<file path="config.mk">
export PLATFORM = sky130hd
export DESIGN_NAME = uart_bootloader_flash_programmer
export DESIGN_NICKNAME = d
export VERILOG_FILES = /design/src/rtl/ubfp_pkg.sv /design/src/rtl/ubfp_cfg_regs.sv /design/src/rtl/ubfp_core.sv /design/src/rtl/uart_bootloader_flash_programmer.sv
export SDC_FILE = /design/constraint.sdc
export NUM_CORES = 1
export LEC_CHECK = 0
export BUFFER_PORTS_ARGS = -buffer_cell sky130_fd_sc_hd__buf_2
export CAP_MARGIN = 20
export CORE_MARGIN = 2
export CORE_UTILIZATION = 60
export DETAILED_ROUTE_END_ITERATION = 8
export GPL_TIMING_DRIVEN = 0
export PLACE_DENSITY = 0.8
export SETUP_SLACK_MARGIN = 0.2
export SLEW_MARGIN = 20
export SYNTH_ARGS = -nofsm -noshare
export SYNTH_HDL_FRONTEND = slang
export SYNTH_SLANG_ARGS = --single-unit
</file>
<file path="constraint.sdc">
create_clock -name clk_i -period 10.39 [get_ports clk_i]
set_input_delay 2.078 -clock clk_i [delete_from_list [all_inputs] [get_ports clk_i]]
set_output_delay 2.078 -clock clk_i [all_outputs]
set_load 0.05 [all_outputs]
</file>
<file path="src/rtl/ubfp_pkg.sv">
// ----------------------------------------------------------------------------
// ubfp_pkg
// Types, phase codes and protocol constants of the bootloader sequencer.
// ----------------------------------------------------------------------------
`default_nettype none
package ubfp_pkg;
  localparam int unsigned PhW = 6;
  localparam logic [PhW-1:0] P_OFF_N = 6'd0, P_WAIT_OFF_N = 6'd1, P_ON_N = 6'd2,
    P_WAIT_ON_N = 6'd3, P_PROBE_TX = 6'd4, P_PROBE_RX = 6'd5, P_OFF_R = 6'd6,
    P_ON_R = 6'd7, P_OFF_B = 6'd8, P_WAIT_OFF_B = 6'd9, P_ON_B = 6'd10,
    P_WAIT_ON_B = 6'd11, P_SYNC_TX = 6'd12, P_SYNC_RX = 6'd13, P_SYNC2_TX = 6'd14,
    P_SYNC2_RX = 6'd15, P_GET_TX = 6'd16, P_GET_ACK = 6'd17, P_GET_NUM = 6'd18,
    P_GET_LIST = 6'd19, P_GET_END = 6'd20, P_ERASE_TX = 6'd21, P_ERASE_ACK = 6'd22,
    P_ERASE_ARG_TX = 6'd23, P_ERASE_DONE = 6'd24, P_UNPROT_TX = 6'd25,
    P_UNPROT_ACK1 = 6'd26, P_UNPROT_ACK2 = 6'd27, P_ERASE_WAIT = 6'd28,
    P_RESYNC_TX = 6'd29, P_RESYNC_RX = 6'd30, P_WR_CMD_TX = 6'd31,
    P_WR_CMD_ACK = 6'd32, P_WR_ADDR_TX = 6'd33, P_WR_ADDR_ACK = 6'd34,
    P_WR_LEN_TX = 6'd35, P_WR_DATA = 6'd36, P_WR_DATA_ACK = 6'd37,
    P_RP_TX = 6'd38, P_RP_ACK1 = 6'd39, P_RP_ACK2 = 6'd40;

  localparam logic [7:0] BL_ACK = 8'h79, BL_NACK = 8'h1F, BL_SYNC = 8'h7F;
  localparam logic [7:0] CMD_GET = 8'h00, CMD_ERASE = 8'h44, CMD_UNPROT = 8'h92;
  localparam logic [7:0] CMD_WRITE = 8'h31, CMD_RPROT = 8'h82;
  localparam logic [7:0] CHR_O = 8'h4F, CHR_E = 8'h45;

  typedef enum logic [1:0] {ST_BUSY = 2'd0, ST_OK = 2'd1, ST_BAD = 2'd2, ST_TIMEOUT = 2'd3}
    status_e;
  typedef enum logic [1:0] {RLY_NONE = 2'd0, RLY_OFF = 2'd1, RLY_ON = 2'd2, RLY_RSVD = 2'd3}
    relay_e;
  typedef enum logic [2:0] {
    REG_POWER = 3'd0, REG_REPLY = 3'd1, REG_ERASE = 3'd2, REG_SEND = 3'd3, REG_PROBE = 3'd4
  } reg_e;

  typedef struct packed {
    logic       tick;
    logic       relay_done;
    logic       rx_valid;
    logic [7:0] rx_byte;
    logic       tx_ready;
    logic       list_done;
    logic [7:0] fw_byte;
  } in_item_t;

  typedef struct packed {
    logic [15:0] power_wait_ms;
    logic [15:0] reply_timeout_ms;
    logic [15:0] erase_wait_ms;
    logic [15:0] send_timeout_ms;
    logic [7:0]  probe_byte;
  } cfg_t;

  typedef struct packed {
    logic        link_ready;
    logic [1:0]  status;
    logic [8:0]  list_length;
    logic [15:0] image_index;
    logic        boot_select;
    logic [1:0]  relay_cmd;
    logic [7:0]  tx_byte;
    logic        tx_valid;
  } out_item_t;

  function automatic logic [2:0] seq_len(input logic [PhW-1:0] p);
    case (p)
      P_PROBE_TX, P_SYNC_TX, P_SYNC2_TX, P_RESYNC_TX, P_WR_LEN_TX: seq_len = 3'd1;
      P_GET_TX, P_ERASE_TX, P_UNPROT_TX, P_WR_CMD_TX, P_RP_TX: seq_len = 3'd2;
      P_ERASE_ARG_TX: seq_len = 3'd3;
      P_WR_ADDR_TX: seq_len = 3'd5;
      default: seq_len = 3'd0;
    endcase
  endfunction
endpackage
`default_nettype wire

</file>
<file path="src/rtl/ubfp_cfg_regs.sv">
// ----------------------------------------------------------------------------
// ubfp_cfg_regs
// Configuration register file written through the configuration channel.
// ----------------------------------------------------------------------------
`default_nettype none
module ubfp_cfg_regs (
  input  wire logic              clk_i,
  input  wire logic              rst_ni,
  input  wire logic              we_i,
  input  wire logic [2:0]        idx_i,
  input  wire logic [15:0]       data_i,
  output ubfp_pkg::cfg_t         cfg_o
);
  import ubfp_pkg::*;
  cfg_t cfg_q;
  always_ff @(posedge clk_i or negedge rst_ni) begin
    if (!rst_ni) begin
      cfg_q <= '{16'd1000, 16'd1000, 16'd2000, 16'd100, 8'd0};
    end else if (we_i) begin
      case (reg_e'(idx_i))
        REG_POWER: cfg_q.power_wait_ms <= data_i;
        REG_REPLY: cfg_q.reply_timeout_ms <= data_i;
        REG_ERASE: cfg_q.erase_wait_ms <= data_i;
        REG_SEND:  cfg_q.send_timeout_ms <= data_i;
        REG_PROBE: cfg_q.probe_byte <= data_i[7:0];
        default: ;
      endcase
    end
  end
  assign cfg_o = cfg_q;
endmodule
`default_nettype wire

</file>
<file path="src/rtl/ubfp_core.sv">
// ----------------------------------------------------------------------------
// ubfp_core
// Sequencer state and one-step next-state and result logic.
// ----------------------------------------------------------------------------
`default_nettype none
module ubfp_core #(
  parameter int unsigned OffW = 16,
  parameter logic [OffW:0] ImageBytes = '0,
  parameter logic [31:0] FlashBase = 32'h0800_0000
) (
  input  wire logic            clk_i,
  input  wire logic            rst_ni,
  input  wire logic            step_i,
  input  ubfp_pkg::in_item_t   in_i,
  input  ubfp_pkg::cfg_t       cfg_i,
  output ubfp_pkg::out_item_t  res_o
);
  import ubfp_pkg::*;

  logic [PhW-1:0] phase_q, phase_d;
  logic [15:0] el_q, el_d;
  logic [1:0] tries_q, tries_d;
  logic [OffW-1:0] off_q, off_d;
  logic [8:0] cnt_q, cnt_d;
  logic [7:0] xor_q, xor_d;
  logic rdy_q, rdy_d, boot_q, boot_d;
  logic [15:0] el;
  logic [2:0] len;
  logic [31:0] addr;
  logic [7:0] sb, cmd;
  logic [OffW:0] nxt;
  logic to, rep;
  out_item_t r;

  always_comb begin
    el = (in_i.tick && el_q != 16'hFFFF) ? el_q + 16'd1 : el_q;
    len = seq_len(phase_q);
    addr = FlashBase + 32'(off_q);
    nxt = {1'b0, off_q} + (OffW+1)'(256);
    to = el >= cfg_i.reply_timeout_ms;
    rep = in_i.rx_valid;
    case (phase_q)
      P_GET_TX: cmd = CMD_GET;
      P_ERASE_TX: cmd = CMD_ERASE;
      P_UNPROT_TX: cmd = CMD_UNPROT;
      P_WR_CMD_TX: cmd = CMD_WRITE;
      default: cmd = CMD_RPROT;
    endcase
    case (phase_q)
      P_PROBE_TX: sb = cfg_i.probe_byte;
      P_SYNC_TX, P_SYNC2_TX, P_RESYNC_TX: sb = BL_SYNC;
      P_WR_LEN_TX: sb = 8'hFF;
      P_ERASE_ARG_TX: sb = (cnt_q < 9'd2) ? 8'hFF : 8'h00;
      P_WR_ADDR_TX: begin
        case (cnt_q[2:0])
          3'd0: sb = addr[31:24];
          3'd1: sb = addr[23:16];
          3'd2: sb = addr[15:8];
          3'd3: sb = addr[7:0];
          default: sb = addr[31:24] ^ addr[23:16] ^ addr[15:8] ^ addr[7:0];
        endcase
      end
      default: sb = (cnt_q == 9'd0) ? cmd : ~cmd;
    endcase

    phase_d = phase_q; el_d = el; tries_d = tries_q; off_d = off_q; cnt_d = cnt_q;
    xor_d = xor_q; rdy_d = rdy_q; boot_d = boot_q;
    r = '0;

    if (len != 3'd0) begin
      if (in_i.tx_ready) begin
        r.tx_valid = 1'b1;
        r.tx_byte = sb;
        cnt_d = cnt_q + 9'd1;
        if (cnt_d >= {6'd0, len}) begin
          phase_d = phase_q + PhW'(1);
          cnt_d = '0;
          if (phase_d == P_WR_DATA) begin
            el_d = '0;
            xor_d = 8'hFF;
          end
        end
      end else if (to) begin
        rep = 1'b0;
        phase_d = P_OFF_N;
      end
    end
    // Transition handling for phases without a byte sequence; reply timeouts follow below.
    if (len == 3'd0) begin
      case (phase_q)
        P_OFF_N: begin
          r.relay_cmd = RLY_OFF;
          if (in_i.relay_done) begin
            boot_d = 1'b0; rdy_d = 1'b0; phase_d = P_WAIT_OFF_N;
          end
        end
        P_WAIT_OFF_N: if (el >= cfg_i.power_wait_ms) phase_d = P_ON_N;
        P_ON_N: begin
          r.relay_cmd = RLY_ON;
          if (in_i.relay_done) phase_d = P_WAIT_ON_N;
        end
        P_WAIT_ON_N: if (el >= cfg_i.power_wait_ms) phase_d = P_PROBE_TX;
        P_PROBE_RX: if (rep && (in_i.rx_byte == CHR_O || in_i.rx_byte == CHR_E))
          phase_d = P_OFF_R;
        P_OFF_R: begin
          r.relay_cmd = RLY_OFF;
          if (in_i.relay_done) begin
            boot_d = 1'b0; phase_d = P_ON_R;
          end
        end
        P_ON_R: begin
          r.relay_cmd = RLY_ON;
          if (in_i.relay_done) begin
            rdy_d = 1'b1; r.status = ST_OK; phase_d = P_OFF_N;
          end
        end
        P_OFF_B: begin
          r.relay_cmd = RLY_OFF;
          if (in_i.relay_done) begin
            boot_d = 1'b1; rdy_d = 1'b0; phase_d = P_WAIT_OFF_B;
          end
        end
        P_WAIT_OFF_B: if (el >= cfg_i.power_wait_ms) phase_d = P_ON_B;
        P_ON_B: begin
          r.relay_cmd = RLY_ON;
          if (in_i.relay_done) phase_d = P_WAIT_ON_B;
        end
        P_WAIT_ON_B: if (el >= cfg_i.power_wait_ms) phase_d = P_SYNC_TX;
        P_SYNC_RX: if (rep) phase_d = (in_i.rx_byte == BL_ACK || in_i.rx_byte == BL_NACK)
          ? P_GET_TX : P_SYNC2_TX;
        P_SYNC2_RX: if (rep) begin
          if (in_i.rx_byte == BL_ACK || in_i.rx_byte == BL_NACK) phase_d = P_GET_TX;
          else begin r.status = ST_BAD; phase_d = P_OFF_N; end
        end
        P_GET_ACK, P_GET_END, P_UNPROT_ACK1, P_UNPROT_ACK2, P_WR_CMD_ACK,
        P_WR_ADDR_ACK, P_RP_ACK1: if (rep) begin
          if (in_i.rx_byte != BL_ACK) begin
            r.status = ST_BAD; phase_d = P_OFF_N;
          end else begin
            case (phase_q)
              P_GET_ACK: phase_d = P_GET_NUM;
              P_GET_END: phase_d = P_ERASE_TX;
              P_UNPROT_ACK1: phase_d = P_UNPROT_ACK2;
              P_UNPROT_ACK2: phase_d = P_ERASE_WAIT;
              P_WR_CMD_ACK: phase_d = P_WR_ADDR_TX;
              P_WR_ADDR_ACK: phase_d = P_WR_LEN_TX;
              default: phase_d = P_RP_ACK2;
            endcase
          end
        end
        P_GET_NUM: if (rep) begin
          r.list_length = {1'b0, in_i.rx_byte} + 9'd1; phase_d = P_GET_LIST;
        end
        P_GET_LIST: begin
          rep = 1'b0;
          if (in_i.list_done) phase_d = P_GET_END;
          else if (to) begin r.status = ST_TIMEOUT; phase_d = P_OFF_N; end
        end
        P_ERASE_ACK: if (rep) begin
          if (in_i.rx_byte == BL_ACK) phase_d = P_ERASE_ARG_TX;
          else if (in_i.rx_byte == BL_NACK) phase_d = P_UNPROT_TX;
          else begin r.status = ST_BAD; phase_d = P_OFF_N; end
        end
        P_ERASE_DONE, P_RESYNC_RX: if (rep) begin
          if (in_i.rx_byte == BL_ACK) begin off_d = '0; phase_d = P_WR_CMD_TX; end
          else begin r.status = ST_BAD; phase_d = P_OFF_N; end
        end
        P_ERASE_WAIT: if (el >= cfg_i.erase_wait_ms) phase_d = P_RESYNC_TX;
        P_WR_DATA: begin
          rep = 1'b0;
          if (in_i.tx_ready) begin
            r.tx_valid = 1'b1;
            if (cnt_q < 9'd256) begin
              r.tx_byte = in_i.fw_byte;
              xor_d = xor_q ^ in_i.fw_byte;
              cnt_d = cnt_q + 9'd1;
            end else begin
              r.tx_byte = xor_q; phase_d = P_WR_DATA_ACK;
            end
          end else if (el >= cfg_i.send_timeout_ms) begin
            r.status = ST_TIMEOUT; phase_d = P_OFF_N;
          end
        end
        P_WR_DATA_ACK: if (rep) begin
          if (in_i.rx_byte != BL_ACK) begin r.status = ST_BAD; phase_d = P_OFF_N; end
          else if (nxt >= ImageBytes) phase_d = P_RP_TX;
          else begin off_d = nxt[OffW-1:0]; phase_d = P_WR_CMD_TX; end
        end
        P_RP_ACK2: if (rep) begin
          if (in_i.rx_byte == BL_ACK) begin
            boot_d = 1'b0; rdy_d = 1'b1; r.status = ST_OK; phase_d = P_OFF_N;
          end else begin r.status = ST_BAD; phase_d = P_OFF_N; end
        end
        default: phase_d = P_OFF_N;
      endcase
    end

    // Reply timeout for waits that expect a byte (also stalled transmits).
    if (((len != 3'd0 && !in_i.tx_ready) ||
         (len == 3'd0 && !in_i.rx_valid && (phase_q == P_PROBE_RX || phase_q == P_SYNC_RX ||
          phase_q == P_SYNC2_RX || phase_q == P_GET_ACK || phase_q == P_GET_NUM ||
          phase_q == P_GET_END || phase_q == P_ERASE_ACK || phase_q == P_ERASE_DONE ||
          phase_q == P_RESYNC_RX || phase_q == P_UNPROT_ACK1 || phase_q == P_UNPROT_ACK2 ||
          phase_q == P_WR_CMD_ACK || phase_q == P_WR_ADDR_ACK || phase_q == P_WR_DATA_ACK ||
          phase_q == P_RP_ACK1 || phase_q == P_RP_ACK2))) && to) begin
      if (phase_q == P_PROBE_TX || phase_q == P_PROBE_RX) begin
        tries_d = '0; phase_d = P_OFF_B;
      end else if (phase_q == P_SYNC_TX || phase_q == P_SYNC_RX) begin
        if (tries_q >= 2'd2) begin r.status = ST_TIMEOUT; phase_d = P_OFF_N; end
        else begin tries_d = tries_q + 2'd1; phase_d = P_OFF_B; end
      end else begin
        r.status = ST_TIMEOUT; phase_d = P_OFF_N;
      end
    end

    // Phase changes clear timer and byte count; ending a byte sequence keeps the timer but for P_WR_DATA.
    if (phase_d != phase_q && !(len != 3'd0 && in_i.tx_ready)) begin
      el_d = '0; cnt_d = '0;
    end
    if (phase_q == P_WR_DATA_ACK && phase_d == P_WR_CMD_TX) begin
      el_d = '0; cnt_d = '0;
    end

    r.boot_select = boot_d;
    r.link_ready = rdy_d;
    r.image_index = 16'(off_d) + ((phase_d == P_WR_DATA) ? 16'(cnt_d) : 16'd0);
  end

  always_ff @(posedge clk_i or negedge rst_ni) begin
    if (!rst_ni) begin
      phase_q <= P_OFF_N; el_q <= '0; tries_q <= '0; off_q <= '0; cnt_q <= '0;
      xor_q <= 8'hFF; rdy_q <= 1'b0; boot_q <= 1'b0;
    end else if (step_i) begin
      phase_q <= phase_d; el_q <= el_d; tries_q <= tries_d; off_q <= off_d;
      cnt_q <= cnt_d; xor_q <= xor_d; rdy_q <= rdy_d; boot_q <= boot_d;
    end
  end

  assign res_o = r;
endmodule
`default_nettype wire

</file>
<file path="src/rtl/uart_bootloader_flash_programmer.sv">
// ----------------------------------------------------------------------------
// uart_bootloader_flash_programmer
// Host-side serial bootloader sequencer: power cycling, sync, erase, write.
// ----------------------------------------------------------------------------
// Channel    Direction  Content
// s_axis     in         one poll of tick, relay, UART and image byte
// m_axis     out        one result item per input item
// cfg        in         register index and write data
// One item is accepted per cycle; its result is registered and appears the
// next cycle. The state step and result register advance together, so the
// result register is the only stage; s_axis_tready follows output space.
// Reset is asynchronous and restores the power-off step and default registers.
// A stalled m_axis holds the result and stops intake until it is taken.
`default_nettype none
module uart_bootloader_flash_programmer #(
  parameter int unsigned IMAGE_BYTES = 65536,
  parameter logic [31:0] FLASH_BASE = 32'h0800_0000
) (
  input  wire logic        clk_i,
  input  wire logic        rst_ni,
  input  wire logic        s_axis_tvalid,
  output wire logic        s_axis_tready,
  // tick, relay_done, rx_valid, rx_byte, tx_ready, list_done, fw_byte
  input  wire logic [23:0] s_axis_tdata,
  input  wire logic        m_axis_tready,
  output wire logic        m_axis_tvalid,
  // tx_valid, tx_byte, relay_cmd, boot_select, image_index, list_length,
  // status, link_ready
  output wire logic [39:0] m_axis_tdata,
  input  wire logic        cfg_valid_i,
  output wire logic        cfg_ready_o,
  input  wire logic [2:0]  cfg_index_i,
  input  wire logic [15:0] cfg_data_i
);
  import ubfp_pkg::*;
  localparam int unsigned OffW = $clog2(IMAGE_BYTES + 255);

  in_item_t in_item;
  out_item_t res, res_q;
  cfg_t cfg;
  logic vld_q, step;

  assign in_item = '{s_axis_tdata[0], s_axis_tdata[1], s_axis_tdata[2], s_axis_tdata[10:3],
                     s_axis_tdata[11], s_axis_tdata[12], s_axis_tdata[20:13]};
  assign s_axis_tready = !vld_q || m_axis_tready;
  assign step = s_axis_tvalid && s_axis_tready;
  assign cfg_ready_o = 1'b1;

  ubfp_cfg_regs u_cfg (
    .clk_i, .rst_ni, .we_i(cfg_valid_i), .idx_i(cfg_index_i), .data_i(cfg_data_i),
    .cfg_o(cfg)
  );

  ubfp_core #(
    .OffW(OffW), .ImageBytes((OffW+1)'(IMAGE_BYTES)), .FlashBase(FLASH_BASE)
  ) u_core (
    .clk_i, .rst_ni, .step_i(step), .in_i(in_item), .cfg_i(cfg), .res_o(res)
  );

  always_ff @(posedge clk_i or negedge rst_ni) begin
    if (!rst_ni) begin
      vld_q <= 1'b0;
    end else if (s_axis_tready) begin
      vld_q <= s_axis_tvalid;
    end
  end
  always_ff @(posedge clk_i) begin
    if (step) res_q <= res;
  end

  assign m_axis_tvalid = vld_q;
  assign m_axis_tdata = res_q;
endmodule
`default_nettype wire

</file>
**Word-level counts from Yosys, hierarchy flattened**

Cells that the tools add are included.

- Output and inout port bits: 43
- Flip-flop bits (word level): 173
- Input port bits: 48
- Word-level logic and storage cells: 300

- Equal/unequal tests: 63
- Muxes and demuxes: 131
- Reduce and logical (&&, ||, !) cells: 61
- Order comparisons: 9
- Bitwise logic cells: 5
- Add/sub/neg operators: 8

Operator list:

| operator | number |
|---|---|
| $mux 6 | 36 |
| $mux 9 | 17 |
| $pmux 6 s22 | 1 |
| $mux 16 | 8 |
| $eq 6x5->1 const B | 17 |
| $mux 8 | 11 |
| $mux 17 | 5 |
| $eq 6x6->1 const B | 11 |
| $ge 16x16->1 | 4 |
| $pmux 8 s4 | 2 |
| $eq 6x4->1 const B | 8 |
| $mux 2 | 22 |
| $pmux 8 s5 | 1 |
| $pmux 6 s6 | 1 |
| $pmux 17 s2 | 1 |
| $xor 8x8->8 | 4 |
| $add 28x17->29 const A | 1 |
| $eq 6x3->1 const B | 4 |
| $eq 8x7->1 const B | 3 |
| $logic_or 1x1->1 | 21 |
| $mux 5 | 4 |
| $add 17x9->18 const B | 1 |
| $ge 18x17->1 const B | 1 |
| $add 16x1->16 const B | 1 |
| other kinds (44) | 92 |

**Longest topological paths before layout**

- Depth in word-level cells: 26
- Mapped depth: 36
- Depth with buffers taken out: 36

**By module**

Synthesis repeated with hierarchy kept, for this count alone.

- Cells, all modules: 1,410
- Area, all modules: 12,946.2 um^2

By module, submodules not included:

| module | seq. area each (um^2) | cells each | area each (um^2) | times used |
|---|---|---|---|---|
| ubfp_core | 1,511.4 | 1,208 | 8,891.0 | 1 |
| ubfp_cfg_regs | 1,828.0 | 156 | 2,788.9 | 1 |
| uart_bootloader_flash_programmer | 1,226.2 | 46 | 1,266.2 | 1 |

**Worst setup path after synthesis**

OpenSTA, ideal clock, no wires.

- Path kind: input port to flip-flop
- From: input s_axis_tdata[0]
- To: register res_q, in the netlist m_axis_tdata[23] (data pin)
- Required time: 10.116 ns
- Path slack: 2.255 ns
- Arrival time: 7.861 ns
- Path buffers: 1
- Stages: 30
- Setup time: 0.274 ns
- Path through: o31a_1 > nand4_1 > or2_2 > clkbuf_1 > nor2_1 > xor2_1 > ha_1 > nand4_1 > o21ai_0 > a211oi_1 > o21ai_1 > a21o_1 > a211oi_1 > a221oi_1 > or3_1 > nor3_1 > nand4_1 > a21oi_1 > ha_1 > a21o_1 > a21oi_1 > o21bai_1 > a21oi_1 > nor2b_1 > o21a_1 > o21ai_0 > nand2b_1 > a21oi_1 > nor2_1 > xor2_1

RTL lines:

| item | RTL line | source |
|---|---|---|
| from (decl) | uart_bootloader_flash_programmer.sv:24 | `input wire logic [23:0] s_axis_tdata,` |
| to (signal assigned) | uart_bootloader_flash_programmer.sv:68 | `if (step) res_q <= res;` |
| to (decl) | uart_bootloader_flash_programmer.sv:39 | `out_item_t res, res_q;` |

==> out/metrics.csv <==
stage,metric,value,unit
pwr,Static Leak,6.13,nW
synthesis,Post-Syn Area per Cell,8.66,um^2
critical_path,worst r2r src,u_core.el_q[9]$_DFFE_PN0P_,
critical_path,Critical Path Max Stage Delay,620,ps
pwr,maximum VDD drop,141,uV
critical_path,crit end category,register,
sta,Slew HR,0.208,
global_route,initial antenna violation count,0,
synthesis,most common cell in the netlist,nand2_1,
cts,Post-CTS Setup Repair Bufs,0,
synthesis,Synth area leaders,"dfrtp_1 20%, edfxtp_1 9.4%, ha_1 9.0%, dfstp_2 6.0%, nand2_1 5.3%",
synthesis,sequential area share after synthesis,0.359,
global_route,total global routing overflow,0,
global_route,largest net degree at the start of global routing,98,
critical_path,critical path type,in2reg,
global_route,number of global-route vias before repair,11778,
critical_path,most used cell along the critical path,a21oi_1,
route,Total Wirelength,41.7,mm
cts,hold-fix buffers at CTS,0,
sta,Hold Fails Final Rpt,0,
hold_path,worst hold path type,reg2reg,
cts,cts bufs inserted,17,
pwr,Total Power,2.65,mW
synthesis,Yosys cell types,99,
cts,CTS Buffer Depth,2,
cts,Worst-Skew Late Latency,450,ps
pwr,power per cell area,187,mW/mm^2
cells_and_area,Final Util,0.678,
route,Initial DRT Pass Iterations,6,
pwr,Internal Power,1.51,mW
cts,CTS tree,yes,
synthesis,largest area contributor in the synthesized netlist,dfrtp_1,
cells_and_area,final-stage net count,1713,
sta,Final Setup Violations,0,
cells_and_area,area delta synth->final,11.4,%
sta,Setup TNS,0,ps
cells_and_area,Post-Layout Cell Count,1861,
pwr,Sw Share,0.430,
sta,worst slew pin tran,1180,ps
hold_path,Hold Startpoint,u_cfg.cfg_o[16]$_DFFE_PN0P_,
critical_path,Critical Path RT,10670,ps
synthesis,Yosys Warn Count,0,
place,PortBufs,85,
cts,# resized after CTS,0,
floorplan,top-level port count,91,
critical_path,worst reg-to-reg setup slack,1360,ps
synthesis,synthesized area,0.0127,mm^2
critical_path,R2R depth,34,
sta,Achievable Freq,103,MHz
sta,final worst path period share,0.939,
cells_and_area,antenna cells,0,
global_route,first-pass GRT wire length,65.1,mm
hold_path,hold path depth,1,
cells_and_area,layout cell share with drive strength beyond 1,0.145,
synthesis,Synth top cells by count,"181 x nand2_1, 110 x o21ai_0, 104 x dfrtp_1",
critical_path,worst path arrival time,10040,ps
critical_path,slowest cell on the critical path,xor2_1,
synthesis,post-synthesis cell count,1468,
sta,RSZ-0062 raised after global routing,false,
cts,TritonCTS Sinks,173,
place,dpl ws,309,ps
pwr,Seq pwr share,0.317,
critical_path,CP Launch Type,input port,
synthesis,Async SR Flop Fraction,0.769,
route,vias per inst,6.64,
flow_run,Max-cap violations,0,
pwr,P_sw,1.14,mW
pwr,Combinational Power Share,0.414,
synthesis,post-synth net total,1608,
sta,Fin Clk Skew,14.8,ps
route,routed len/inst,22.4,um
sta,max-slew violations,0,
synthesis,top cell type's share of synthesized area,0.205,
cts,CTS root buffer,clkbuf_16,
synthesis,#FFs+latches synth,173,
place,hpwl dp,31.2,mm
global_route,Global Route Usage Sum,0.379,
synthesis,Post-synth EDFFs,40,
floorplan,die area,0.0224,mm^2
floorplan,Starting Density,0.609,
hold_path,sink of the worst hold path,u_cfg.cfg_o[16]$_DFFE_PN0P_,
place,GP Congestion,1.03,
floorplan,CORE AREA,0.0209,mm^2
status,outcome,"finished, final reports clean",
route,DR iter-0 viols,1532,
floorplan,Die W,150,um
sta,final worst slack,634,ps
cts,clk slew on worst S/H paths,80,ps
cts,H-tree depth,4,
place,Inst Count DP,1829,
floorplan,die height,150,um
floorplan,Std-Cell Rows,53,
route,Antenna Nets Post-Route,0,
route,DRC,0,
critical_path,reg2reg end,m_axis_tdata[27]$_DFFE_PP_,
pwr,clock network fraction of total power,0.268,
route,detailed-route via count,12348,
synthesis,Main synth FF type,dfrtp_1,
critical_path,maximum net fanout on the critical path,9,
sta,Tmin final,9760,ps
-- worst max-delay path: cells and delay by family --
| kind | cells | cell delay [ps] |
|---|---|---|
| and+or+nand+nor | 13 | 2870 |
| xor gates and xnor gates | 2 | 820 |
| adders and majority gates | 2 | 680 |
| AOI/OAI and AO/OA | 13 | 3330 |
| buffers and inverters | 2 | 260 |
-- state kept, by name, summed over array words and instances, names as in the netlist --
| name | cells |
|---|---|
| u_core.phase_q | 6 |
| u_core.xor_q | 8 |
| u_cfg.cfg_o | 72 |
| m_axis_tdata | 40 |
| u_core.tries_q | 2 |
| u_core.cnt_q | 9 |
| m_axis_tvalid | 1 |
| u_core.off_q | 17 |
| u_core.rdy_q | 1 |
| u_core.el_q | 16 |
| u_core.boot_q | 1 |
-- through the flow --
step	instance area [um^2]	hold WS (ps)
floorplan	12700	460
global placement	13500	488
detailed placement	13500	495
CTS	14200	512
global route	14200	518
finish	14200	510
-- final cells by class --
type                    count  area (um^2)
clock buffers              20          479
well taps                 275          344
clock inverters            12          156
repair buffers             86          463
fillers                  1664         6720
multi-input cells        1132         7510
flip-flops and latches    173         4570
inverters                  90          338
plain buffers              73          313
-- how the worst max path moves through the flow --
| stage | start | to |
|---|---|---|
| floorplan | s_axis_tdata[0] | m_axis_tdata[23]$_DFFE_PP_ |
| global placement | s_axis_tdata[0] | m_axis_tdata[23]$_DFFE_PP_ |
| detailed placement | s_axis_tdata[0] | m_axis_tdata[27]$_DFFE_PP_ |
| CTS | s_axis_tdata[0] | m_axis_tdata[27]$_DFFE_PP_ |
| global route | s_axis_tdata[0] | m_axis_tdata[27]$_DFFE_PP_ |
| finish | s_axis_tdata[0] | m_axis_tdata[27]$_DFFE_PP_ |
-- logic make-up (layout without fill, tap and decap cells) --
| kind of cell | Yosys count | in the layout | share of synthesized area |
|---|---|---|---|
| AND/OR/NAND/NOR | 511 | 511 | 0.196 |
| AO/OA/AOI/OAI | 422 | 422 | 0.222 |
| flip-flops | 173 | 173 | 0.359 |
| buffers and inverters | 163 | 281 | 0.0509 |
| adder cells (fa/ha/maj) | 92 | 92 | 0.0911 |
| XOR/XNOR | 68 | 68 | 0.0474 |
| multiplexers | 38 | 38 | 0.0333 |
| other | 1 | 1 | 0.000295 |
-- placed cells by master (no fill, tap or decap), drive strengths merged, types with 18 or more instances in the layout --
cell / Yosys / routed
a21oi: 103 / 103
edfxtp: 40 / 40
nor2b: 25 / 25
and2: 23 / 23
nor3: 34 / 34
and3: 19 / 19
xnor2: 47 / 47
nor2: 100 / 100
a221oi: 19 / 19
dfrtp: 104 / 104
buf: 26 / 112
a211oi: 21 / 21
dfstp: 29 / 29
ha: 91 / 91
xor2: 21 / 21
mux2: 34 / 34
o21ai: 113 / 113
clkbuf: 47 / 67
nand3: 46 / 46
nand2: 181 / 181
a31oi: 18 / 18
inv: 89 / 96
-- power by group through the flow --
stage                     sequential, mW  combinational, mW  clock (mW)
after floorplan                    0.877              0.690           0
after global routing               0.850               1.18       0.733
after detailed placement           0.853               1.05           0
after CTS                          0.840               1.06       0.707
final                              0.841               1.10       0.711
after global placement             0.850               1.04           0
-- routing by layer --
| layer | share of wire | global-route usage |
|---|---|---|
| met3 | 0.10 | 0.0543 |
| met4 | 0.046 | 0.165 |
| met2 | 0.44 | 0.586 |
| met1 | 0.42 | 0.534 |
| met5 | 0 | 0 |
Note: power is estimated with default switching activity, not from simulation.
